$ cat config.mk
export PLATFORM = sky130hd
export DESIGN_NAME = mapped_string_hash_mod
export DESIGN_NICKNAME = d
export VERILOG_FILES = /design/src/sv/mshm_pkg.sv /design/src/sv/mshm_ram.sv /design/src/sv/mshm_front.sv /design/src/sv/mshm_queue.sv /design/src/sv/mshm_back.sv /design/src/sv/mapped_string_hash_mod.sv
export VERILOG_INCLUDE_DIRS = /design/src /design/src/sv
export SDC_FILE = /design/constraint.sdc
export NUM_CORES = 2
export LEC_CHECK = 0
export ABC_AREA = 1
export BUFFER_PORTS_ARGS = -buffer_cell sky130_fd_sc_hd__buf_2
export CAP_MARGIN = 20
export CORE_ASPECT_RATIO = 0.8
export CORE_MARGIN = 2
export CORE_UTILIZATION = 45
export DETAILED_ROUTE_END_ITERATION = 7
export GPL_TIMING_DRIVEN = 1
export PLACE_DENSITY_LB_ADDON = 0.05
export SYNTH_ARGS = -nofsm -noshare
export SYNTH_HDL_FRONTEND = slang
export SYNTH_HIERARCHICAL = 1
export SYNTH_SLANG_ARGS = --single-unit
export TNS_END_PERCENT = 30
$ cat constraint.sdc
create_clock -name clk -period 11.5 [get_ports clk]
set_input_delay 2.3 -clock clk [delete_from_list [all_inputs] [get_ports clk]]
set_output_delay 2.3 -clock clk [all_outputs]
set_load 0.01 [all_outputs]
$ cat src/sv/mapped_string_hash_mod_assert.svh
// assertion macros for the mapped string hash block
// used by mapped_string_hash_mod.sv, expects clk and rst in scope
`ifndef MAPPED_STRING_HASH_MOD_ASSERT_SVH
`define MAPPED_STRING_HASH_MOD_ASSERT_SVH

// same-cycle implication
`define MSHM_ASSERT_IMPL(label, cond, expr) \
  label: assert property (@(posedge clk) disable iff (rst) (cond) |-> (expr)) \
    else $error("mapped_string_hash_mod: assertion failed");

// next-cycle implication
`define MSHM_ASSERT_NEXT(label, cond, expr) \
  label: assert property (@(posedge clk) disable iff (rst) (cond) |=> (expr)) \
    else $error("mapped_string_hash_mod: assertion failed");

`endif

$ cat src/sv/mshm_pkg.sv
// shared types and constants of the mapped string hash block
// no dependencies
`default_nettype none

package mshm_pkg;

  localparam int MAP_ENTRIES = 128;
  localparam int MAP_AW      = $clog2(MAP_ENTRIES);
  localparam int MAP_DW      = 8;
  localparam int HASH_W      = 32;

  localparam logic [HASH_W-1:0] HASH_MULT = 32'h9CCF9319;

  // action codes carried in tuser
  localparam logic ACT_LOAD = 1'b0;
  localparam logic ACT_BYTE = 1'b1;

  // finished hash handed from the front end to the queue
  typedef struct packed {
    logic              valid;
    logic [HASH_W-1:0] hash;
  } push_t;

  // head of the queue as seen by the back end
  typedef struct packed {
    logic              valid;
    logic              full;
    logic [HASH_W-1:0] hash;
  } head_t;

endpackage

`default_nettype wire

$ cat src/sv/mshm_ram.sv
// generic single-port ram, registered read
// no dependencies
`default_nettype none

module mshm_ram #(
  parameter int WIDTH = 8,
  parameter int DEPTH = 128
) (
  input  wire logic                     clk,
  input  wire logic                     we,
  input  wire logic [$clog2(DEPTH)-1:0] addr,
  input  wire logic [WIDTH-1:0]         wdata,
  output logic      [WIDTH-1:0]         rdata
);

  logic [WIDTH-1:0] mem [DEPTH];

  always_ff @(posedge clk) begin
    if (we) begin
      mem[addr] <= wdata;
    end
    rdata <= mem[addr];
  end

endmodule

`default_nettype wire

$ cat src/sv/mshm_front.sv
// front end: takes words, loads the character map, folds bytes into the hash
// depends on mshm_pkg and mshm_ram
`default_nettype none

module mshm_front (
  input  wire logic                    clk,
  input  wire logic                    rst,
  input  wire logic                    s_tvalid,
  output logic                         s_tready,
  input  wire logic [23:0]             s_tdata,
  input  wire logic                    s_tuser,
  input  wire logic                    q_full,
  output mshm_pkg::push_t              push
);

  logic [7:0]                    in_byte;
  logic [mshm_pkg::MAP_AW-1:0]   in_index;
  logic [mshm_pkg::MAP_DW-1:0]   in_value;
  logic                          accept;
  logic                          load;
  logic [mshm_pkg::MAP_AW-1:0]   ram_addr;
  logic [mshm_pkg::MAP_DW-1:0]   map_data;

  logic                          st_valid;
  logic [7:0]                    st_byte;
  logic                          st_term;
  logic                          st_fire;
  logic [mshm_pkg::HASH_W-1:0]   hash;
  logic [mshm_pkg::HASH_W-1:0]   byte_val;
  logic [mshm_pkg::HASH_W-1:0]   hash_mult;

  assign in_byte  = s_tdata[7:0];
  assign in_index = s_tdata[14:8];
  assign in_value = s_tdata[22:15];

  assign accept   = s_tvalid && s_tready;
  assign load     = (s_tuser == mshm_pkg::ACT_LOAD);
  assign ram_addr = load ? in_index : in_byte[mshm_pkg::MAP_AW-1:0];

  mshm_ram #(
    .WIDTH (mshm_pkg::MAP_DW),
    .DEPTH (mshm_pkg::MAP_ENTRIES)
  ) u_map (
    .clk   (clk),
    .we    (accept && load),
    .addr  (ram_addr),
    .wdata (in_value),
    .rdata (map_data)
  );

  // a terminator waits here until the queue has room
  assign st_term  = (st_byte == 8'd0);
  assign st_fire  = st_valid && (!st_term || !q_full);
  assign s_tready = !st_valid || st_fire;

  // high bytes are sign-extended, low bytes go through the map
  assign byte_val  = st_byte[7] ? {24'hFFFFFF, st_byte}
                                : {{(mshm_pkg::HASH_W-mshm_pkg::MAP_DW){1'b0}}, map_data};
  assign hash_mult = hash * mshm_pkg::HASH_MULT;

  assign push.valid = st_valid && st_term && !q_full;
  assign push.hash  = hash;

  always_ff @(posedge clk) begin
    if (rst) begin
      st_valid <= 1'b0;
      hash     <= '0;
    end else begin
      if (accept && !load) begin
        st_valid <= 1'b1;
      end else if (st_fire) begin
        st_valid <= 1'b0;
      end
      if (st_fire) begin
        hash <= st_term ? '0 : hash_mult + byte_val;
      end
    end
  end

  always_ff @(posedge clk) begin
    if (accept && !load) begin
      st_byte <= in_byte;
    end
  end

endmodule

`default_nettype wire

$ cat src/sv/mshm_queue.sv
// two-entry queue of finished hashes between front and back ends
// depends on mshm_pkg
`default_nettype none

module mshm_queue (
  input  wire logic            clk,
  input  wire logic            rst,
  input  wire mshm_pkg::push_t push,
  input  wire logic            pop,
  output mshm_pkg::head_t      head
);

  logic [mshm_pkg::HASH_W-1:0] slot [2];
  logic                        wr_ptr;
  logic                        rd_ptr;
  logic [1:0]                  count;

  assign head.valid = (count != 2'd0);
  assign head.full  = (count == 2'd2);
  assign head.hash  = slot[rd_ptr];

  always_ff @(posedge clk) begin
    if (rst) begin
      wr_ptr <= 1'b0;
      rd_ptr <= 1'b0;
      count  <= 2'd0;
    end else begin
      if (push.valid) begin
        wr_ptr <= ~wr_ptr;
      end
      if (pop) begin
        rd_ptr <= ~rd_ptr;
      end
      case ({push.valid, pop})
        2'b10:   count <= count + 2'd1;
        2'b01:   count <= count - 2'd1;
        default: count <= count;
      endcase
    end
  end

  always_ff @(posedge clk) begin
    if (push.valid) begin
      slot[wr_ptr] <= push.hash;
    end
  end

endmodule

`default_nettype wire

$ cat src/sv/mshm_back.sv
// back end: restoring divider for hash mod divisor, output register
// depends on mshm_pkg
`default_nettype none

module mshm_back (
  input  wire logic                        clk,
  input  wire logic                        rst,
  input  wire logic [mshm_pkg::HASH_W-1:0] divisor,
  input  wire mshm_pkg::head_t             head,
  output logic                             pop,
  output logic                             m_tvalid,
  input  wire logic                        m_tready,
  output logic      [63:0]                 m_tdata
);

  localparam logic [1:0] BK_IDLE = 2'd0;
  localparam logic [1:0] BK_DIV  = 2'd1;
  localparam logic [1:0] BK_DONE = 2'd2;

  localparam int DIV_STEPS = mshm_pkg::HASH_W;
  localparam int CNT_W     = $clog2(DIV_STEPS);

  logic [1:0]                  state;
  logic [CNT_W-1:0]            cnt;
  logic [mshm_pkg::HASH_W-1:0] dividend;
  logic [mshm_pkg::HASH_W-1:0] rem;
  logic [mshm_pkg::HASH_W-1:0] dsr;
  logic [mshm_pkg::HASH_W-1:0] hash_keep;
  logic [mshm_pkg::HASH_W:0]   trial;
  logic [mshm_pkg::HASH_W:0]   diff;
  logic                        out_free;

  assign pop      = (state == BK_IDLE) && head.valid;
  assign trial    = {rem, dividend[mshm_pkg::HASH_W-1]};
  assign diff     = trial - {1'b0, dsr};
  assign out_free = !m_tvalid || m_tready;

  always_ff @(posedge clk) begin
    if (rst) begin
      state    <= BK_IDLE;
      cnt      <= '0;
      m_tvalid <= 1'b0;
    end else begin
      if (state == BK_DONE && out_free) begin
        m_tvalid <= 1'b1;
      end else if (m_tvalid && m_tready) begin
        m_tvalid <= 1'b0;
      end
      unique case (state)
        BK_IDLE: begin
          cnt <= '0;
          if (head.valid) begin
            state <= BK_DIV;
          end
        end
        BK_DIV: begin
          cnt <= cnt + 1'b1;
          if (cnt == CNT_W'(DIV_STEPS - 1)) begin
            state <= BK_DONE;
          end
        end
        BK_DONE: begin
          if (out_free) begin
            state <= BK_IDLE;
          end
        end
        default: state <= BK_IDLE;
      endcase
    end
  end

  always_ff @(posedge clk) begin
    if (pop) begin
      dividend  <= head.hash;
      hash_keep <= head.hash;
      rem       <= '0;
      dsr       <= divisor;
    end else if (state == BK_DIV) begin
      dividend <= {dividend[mshm_pkg::HASH_W-2:0], 1'b0};
      rem      <= diff[mshm_pkg::HASH_W] ? trial[mshm_pkg::HASH_W-1:0]
                                         : diff[mshm_pkg::HASH_W-1:0];
    end
    if (state == BK_DONE && out_free) begin
      // zero divisor: no reduction
      m_tdata <= {hash_keep, (dsr == '0) ? hash_keep : rem};
    end
  end

endmodule

`default_nettype wire

$ cat src/sv/mapped_string_hash_mod.sv
// Mapped string hash with modulo. A front end takes one word per cycle while no
// terminator waits for queue room: map loads write the 128-entry character map,
// string bytes are folded into a 32-bit hash (h = h*0x9ccf9319 + v) at one byte
// per cycle under the same condition, low bytes read through the map and high bytes
// sign-extended. A zero byte hands the hash to a two-entry queue and clears the
// accumulator. The back end takes each hash through a bit-serial restoring
// divider and an output register; the divider is what bounds the string rate,
// while bytes of the following strings keep streaming in until the queue fills.
// Map entries must be loaded before they are used; the map has no reset.
// The divisor must be written only while the block is idle; the block itself
// does not enforce this. The divisor resets to 1.
// depends on mshm_pkg, mshm_front, mshm_queue, mshm_back and the assert header
`default_nettype none

`include "mapped_string_hash_mod_assert.svh"

module mapped_string_hash_mod (
  input  wire logic        clk,
  input  wire logic        rst,
  // input stream
  input  wire logic        s_tvalid,
  output logic             s_tready,
  input  wire logic [23:0] s_tdata,   // char_byte[7:0], table_index[14:8], table_value[22:15]
  input  wire logic        s_tuser,   // action: 0 map load, 1 string byte
  // result stream
  output logic             m_tvalid,
  input  wire logic        m_tready,
  output logic      [63:0] m_tdata,   // remainder[31:0], hash_value[63:32]
  // divisor register
  input  wire logic        cfg_wen,
  input  wire logic [31:0] cfg_wdata
);

  logic [mshm_pkg::HASH_W-1:0] divisor;
  mshm_pkg::push_t             push;
  mshm_pkg::head_t             head;
  logic                        pop;

  // divisor register, plain write, no read-back
  always_ff @(posedge clk) begin
    if (rst) begin
      divisor <= 32'd1;
    end else if (cfg_wen) begin
      divisor <= cfg_wdata;
    end
  end

  // front end: map loads and byte folding
  mshm_front u_front (
    .clk      (clk),
    .rst      (rst),
    .s_tvalid (s_tvalid),
    .s_tready (s_tready),
    .s_tdata  (s_tdata),
    .s_tuser  (s_tuser),
    .q_full   (head.full),
    .push     (push)
  );

  // finished hashes waiting for the divider
  mshm_queue u_queue (
    .clk  (clk),
    .rst  (rst),
    .push (push),
    .pop  (pop),
    .head (head)
  );

  // back end: modulo and output register
  mshm_back u_back (
    .clk      (clk),
    .rst      (rst),
    .divisor  (divisor),
    .head     (head),
    .pop      (pop),
    .m_tvalid (m_tvalid),
    .m_tready (m_tready),
    .m_tdata  (m_tdata)
  );

  // the front end never pushes into a full queue
  `MSHM_ASSERT_IMPL(a_push_room, push.valid, !head.full)
  // input stalls only behind a terminator with the queue full
  `MSHM_ASSERT_IMPL(a_stall_cause, !s_tready, head.full)
  // a pushed hash is visible at the queue head next cycle
  `MSHM_ASSERT_NEXT(a_push_seen, push.valid, head.valid)
  // a reduced result stays below the divisor
  `MSHM_ASSERT_IMPL(a_rem_range, m_tvalid && (divisor != '0), m_tdata[31:0] < divisor)

endmodule

`default_nettype wire

# Word level (Yosys, flattened, before mapping)

Memory sizes are Yosys's and may differ from the RTL's. A register that Yosys moved wholly into a read port is not among the register bits.
Index checks and enable logic that the tools add are counted.

Add/subtract/negate cells: 5
Multipliers: 1
Equality and inequality tests: 9
Mux-type cells: 23
Bitwise gates (word level): 3
Reduce and logical (&&, ||, !) cells: 26

Operator list:

| kind                                                                  | number |
|---|---|
| 32-bit two-way mux                                                    | 6 |
| 33-bit by 32-bit subtractor with 33-bit output                        | 1 |
| 32-bit adder                                                          | 1 |
| 32-bit zero test                                                      | 1 |
| 32-bit by 32-bit multiplier with 32-bit output, second input constant | 1 |
| 2-bit nonzero test                                                    | 6 |
| 1-bit two-way mux                                                     | 10 |
| 5-bit one-hot mux with 2 select lines                                 | 1 |
| 1-bit logical AND                                                     | 9 |
| 8-bit zero test                                                       | 1 |
| 7-bit two-way mux                                                     | 1 |
| 2-bit == test, second input constant                                  | 3 |
| 2-bit two-way mux                                                     | 3 |
| 2-bit by 1-bit != test with 1-bit output, second input constant       | 3 |
| 2-bit one-hot mux with 3 select lines                                 | 1 |
| 5-bit by 1-bit adder with 5-bit output, second input constant         | 1 |
| 5-bit == test, second input constant                                  | 1 |
| 2-bit by 1-bit == test with 1-bit output, second input constant       | 2 |
| 1-bit zero test                                                       | 4 |
| 2-bit one-hot mux with 2 select lines                                 | 1 |
| 1-bit logical OR                                                      | 3 |
| 1-bit NOT                                                             | 3 |
| 3-bit AND reduction                                                   | 1 |
| 2-bit by 1-bit adder with 2-bit output, second input constant         | 1 |
| 2 further kinds                                                       | 2 |

Bits in registers: 277
Bits in writable memories: 1,088
Input bits: 62
Output and inout port bits: 66
Logic and storage cells: 84
Memories kept: 2

Memories:

| memory            | depth | bits a word | read ports | clocked after Yosys merged registers in | wr ports | line             | text |
|---|---|---|---|---|---|---|---|
| u_front.u_map.mem | 128   | 8           | 1          | 1                                       | 1        | mshm_ram.sv:16   | `logic [WIDTH-1:0] mem [DEPTH];` |
| u_queue.slot      | 2     | 32          | 1          | 1                                       | 1        | mshm_queue.sv:13 | `logic [mshm_pkg::HASH_W-1:0] slot [2];` |

# Logic depth before layout (Yosys ltp)

Depth in word-level cells: 9
Mapped depth: 30
Mapped depth without buffers: 30

# Modules after synthesis

The synthesis kept the hierarchy.

By module, submodules not included:

| module                 | instances | cells each | area an instance (sq um) |
|---|---|---|---|
| mshm_ram               | 1         | 4,402      | 43,975.9 |
| mshm_front             | 1         | 1,295      | 11,612.4 |
| mshm_back              | 1         | 1,245      | 10,307.4 |
| mshm_queue             | 1         | 133        | 2,691.3 |
| mapped_string_hash_mod | 1         | 202        | 1,336.3 |

# Least setup slack after synthesis

OpenSTA, ideal clock, no wires.

Path kind: register -> register
From: register u_front.st_byte[7]
To: register u_front/hash[23] in the netlist's numbering
Setup time: 143 ps
Arrival time: 5,929 ps
Data required time: 11,357 ps
Setup slack: 5,427 ps
Stages on the path, launching flop included: 21
Buffers on the path: 0
Clock period less this slack: 6,073 ps
Path through: edfxtp_1 -> ha_1 -> inv_1 -> fa_1 -> fa_1 -> fa_1 -> inv_1 -> fa_1 -> inv_1 -> fa_1 -> fa_1 -> fa_1 -> inv_1 -> ha_1 -> a21oi_1 -> o21ai_0 -> a21oi_1 -> nand3_1 -> or2_2 -> nand3_1 -> a21oi_2

Word-level cells in the longest chain between the ends: 4

RTL lines:

| what                                                 | line             | text |
|---|---|---|
| from (decl)                                          | mshm_front.sv:25 | `logic [7:0] st_byte;` |
| from (signal assigned)                               | mshm_front.sv:82 | `st_byte <= in_byte;` |
| branches (longest 4 deep; another with 32-bit adder) | n/a              |  |
| to (signal assigned)                                 | mshm_front.sv:75 | `hash <= st_term ? '0 : hash_mult + byte_val;` |
| to (decl)                                            | mshm_front.sv:28 | `logic [mshm_pkg::HASH_W-1:0] hash;` |

Parallel ways; which one is timed is not known.
A chain may end at the register's enable or synchronous reset.

# Worst setup path after layout

From: register u_front/hash[15] in the netlist's numbering
To: register u_front/hash[31] in the netlist's numbering

Word-level cells in the longest chain between the ends: 3

RTL lines:

| what                                           | line             | text |
|---|---|---|
| 32-bit by 32-bit multiplier with 32-bit output | mshm_front.sv:59 | `assign hash_mult = hash * mshm_pkg::HASH_MULT;` |
| 32-bit adder                                   | mshm_front.sv:75 |  |
| 32-bit two-way mux                             | mshm_front.sv:75 |  |

Every way passes these cells.

==> flow_summary.toml <==
[run_status]
status = "finished clean"

[clocking]
cts_made_buffers = 146
clock_latency_ns = 0.80
cts.sinks = 1374
cts_hold_buffers = 0
clockBufferDepth = 3
cts_tree = "done"
clk_pin_slew_ns = 0.06
cts-root-buf = "clkbuf_16"
cts_resized = 0
post_cts_buffers = 0
cts_max_level = 4

[yosys]
synth_adder_area_share_pct = 10.5
synth-compound-area-share_pct = 1.51
synthesis.area_mm2 = 0.0699
seq_area_frac_synth_pct = 57.3
synth-xor-area-share_pct = 0.301
synthCells = 7277
synth_edf_count = 1256
synth-async-reset-ratio_pct = 0
syn_area_per_cell_um2 = 9.61
synth_top_family_by_area = "simple AND/OR/NAND/NOR gates"
synth-simple-area-share_pct = 23.5
synthesis.nets = 7794
synth_seq_cells = 1374
synthMuxAreaShare_pct = 0.902
yosysWarnings = 6
synth_ff_type = "edfxtp_1"
ys_types = 53

[detailed_routing]
ant_nets = 0
drt_iter0_drc = 4790
drc = 0
drt_first_pass_iters = 6
vias = 47916
wl_um = 194000
viasPerCell = 5.05
wire_per_inst_um = 20.5

[floorplan]
start_util_pct = 45.3
dieHeight_um = 357
core_mm2 = 0.154
num_rows = 129
die_w_um = 445
io_pins = 128
dieArea_mm2 = 0.159

[critical_path]
crit_top_cell = "fa_1"
startpoint_type = "flip-flop"
cp.required_ns = 12.20
slowest_stage = "dfxtp_1"
cp_cell_sequence = "ha_1 > inv_1 > fa_1 > fa_1 > fa_1 > inv_1 > fa_1 > inv_1 > fa_1 > fa_1 > fa_1 > inv_1 > ha_1 > a21oi_1 > o21ai_0 > a21oi_1 > nand3_1 > nand2_1 > nand3_1 > nand3_1 > nand3_1 > a21oi_2"
arrival_ns = 7.70
crit_path_end_kind = "flip-flop"
slowest_delay_ns = 0.82
critPathKind = "flip-flop to flip-flop"
path_max_fanout = 9

[timing]
setup_violations = 0
rsz0062_at_grt = "false"
slew_headroom_pct = 26.3
min_period_ns = 7.00
worst_pin_slew_ns = 1.10
fin_ws_ns = 4.50
fin_tns_setup_ns = 0
period_share_pct = 60.9
finClkSkew_ns = 0.0304
finalMaxSlewViolations = 0
max_freq_mhz = 143
hold_viol = 0

[grt]
grt-ovfl-total = 0
grt_usage_pct = 24.5
grt_pass1_wl_um = 291000
antenna_found_initial = 4
grt_pass1_vias = 45367
grt_max_degree = 173

[finish]
drive_gt1_share_pct = 7.27
design_area_mm2 = 0.0768
multi_input_area_mm2 = 0.0257
regArea_mm2 = 0.0401
fillers = 14332
syn2layout_area_growth_pct = 9.77
nets = 7869

[placement]
placed_cell_area_mm2 = 0.0722
place_ws_ns = 4.61
port_buffers = 126
gp_congestion = 0.907
dp_hpwl_um = 124000

[hold_path]
hold_path.class = "flip-flop to flip-flop"

[job]
cap_viol_max_count = 0

[power_and_ir_drop]
leakagePower_nw = 34.1
peakVddDrop_v = 0.000557
power_density_mw_per_mm2 = 205
path summary, 6_finish.rpt:
check	start	to	slack (ns)	cells after the start
min	divisor[0]$_SDFFE_PP1P_	u_back/dsr[0]$_DFFE_PP_	0.43	0
min reg2reg	divisor[0]$_SDFFE_PP1P_	u_back/dsr[0]$_DFFE_PP_	0.43	0
max	u_front/hash[15]$_SDFFE_PP0P_	u_front/hash[31]$_SDFFE_PP0P_	4.50	22
max reg2reg	u_front/hash[15]$_SDFFE_PP0P_	u_front/hash[31]$_SDFFE_PP0P_	4.50	22
cells by family after synthesis:
family	count (synthesis)
and+or+nand+nor	4230
DFF	1374
buffers and inverters	973
adders and majority gates	455
AOI/OAI and AO/OA	175
muxes	46
xor gates and xnor gates	24
Yosys cell counts, types with 16 or more instances:
cell	n	area share (%)
xor2_1	19	0.24
a21oi_1	62	0.44
o21ai_0	51	0.37
dfxtp_1	118	3.4
nand4_1	19	0.17
inv_1	700	3.8
buf_4	40	0.43
edfxtp_1	1256	54
a21oi_2	31	0.39
nor2_1	401	2.2
fa_1	215	6.2
nand3_1	162	1.2
nor3_1	22	0.16
ha_1	240	4.3
clkbuf_1	44	0.24
nand2_1	3534	19
mux2_4	30	0.64
buf_1	20	0.11
or2_2	19	0.17
buf_2	147	1.1
mux2_2	16	0.26
nand2_2	29	0.26
metrics by stage:
stage / total power [mW] / util (%) / hold WS, ns / cells
floorplan: 9.49 / - / 0.409 / 7277
global placement: 11.2 / 46.7 / 0.413 / 9228
detailed placement: 11.2 / 46.7 / 0.414 / 9228
CTS: 15.8 / 49.6 / 0.436 / 9482
global route: 16.7 / 49.7 / 0.440 / 9488
finish: 15.7 / 49.7 / 0.432 / 9490
critical path: cells and delay by family, from the launching register on:
family                     cells  cell delay [ns]
and+or+nand+nor                5             0.84
AOI/OAI and AO/OA              4             0.64
buffers and inverters          4             0.27
DFF                            1             0.82
adders and majority gates      9             4.33
final cells by class:
cell class,count,share of cell area [%]
Antenna cell,2,0.00652
Clock buffer,194,5.13
Clock inverter,60,0.650
Inverter,703,3.47
Multi-Input combinational cell,4930,33.5
Sequential cell,1374,52.2
Tap cell,2030,3.31
Timing Repair Buffer,197,1.68
per-layer routing:
layer	share of wire, %	vias to the layer above	GRT usage (%)
met5	0	-	0
met4	2.2	0	6.07
met3	6.6	206	3.74
met2	41	1375	34.3
met1	50	23119	39.3
li1	-	23216	-
flip-flops by register name, summed over array words and instances, names as in the netlist, named ones only:
register,count
u_queue/slot,64
u_front/st_byte,8
u_back/m_tvalid,1
u_back/hash_keep,32
u_back/dividend,32
u_front/u_map/mem,1024
divisor,32
u_front/st_valid,1
u_queue/rd_ptr,1
u_front/u_map/rdata,8
u_back/rem,32
u_front/hash,32
u_back/cnt,5
u_back/state,2
u_queue/count,2
u_back/dsr,32
u_back/m_tdata,64
u_queue/wr_ptr,1
placed cells by master, fill, tap and decap left out, types with 31 or more instances in the layout:
cell / instances
nand2_2: 31
dfxtp_1: 117
nor2_1: 392
o21ai_0: 51
clkbuf_1: 42
fa_1: 215
edfxtp_1: 1256
clkbuf_16: 150
inv_1: 699
buf_4: 71
nand2_1: 3529
nand3_1: 162
ha_1: 240
a21oi_1: 62
a21oi_2: 31
buf_2: 118
power by group:
part / switching, mW / internal, mW
clock: 1.98 / 2.52
combinational: 3.59 / 1.99
sequential: 0.115 / 5.52
No activity file was read; power rests on OpenSTA's default activity.
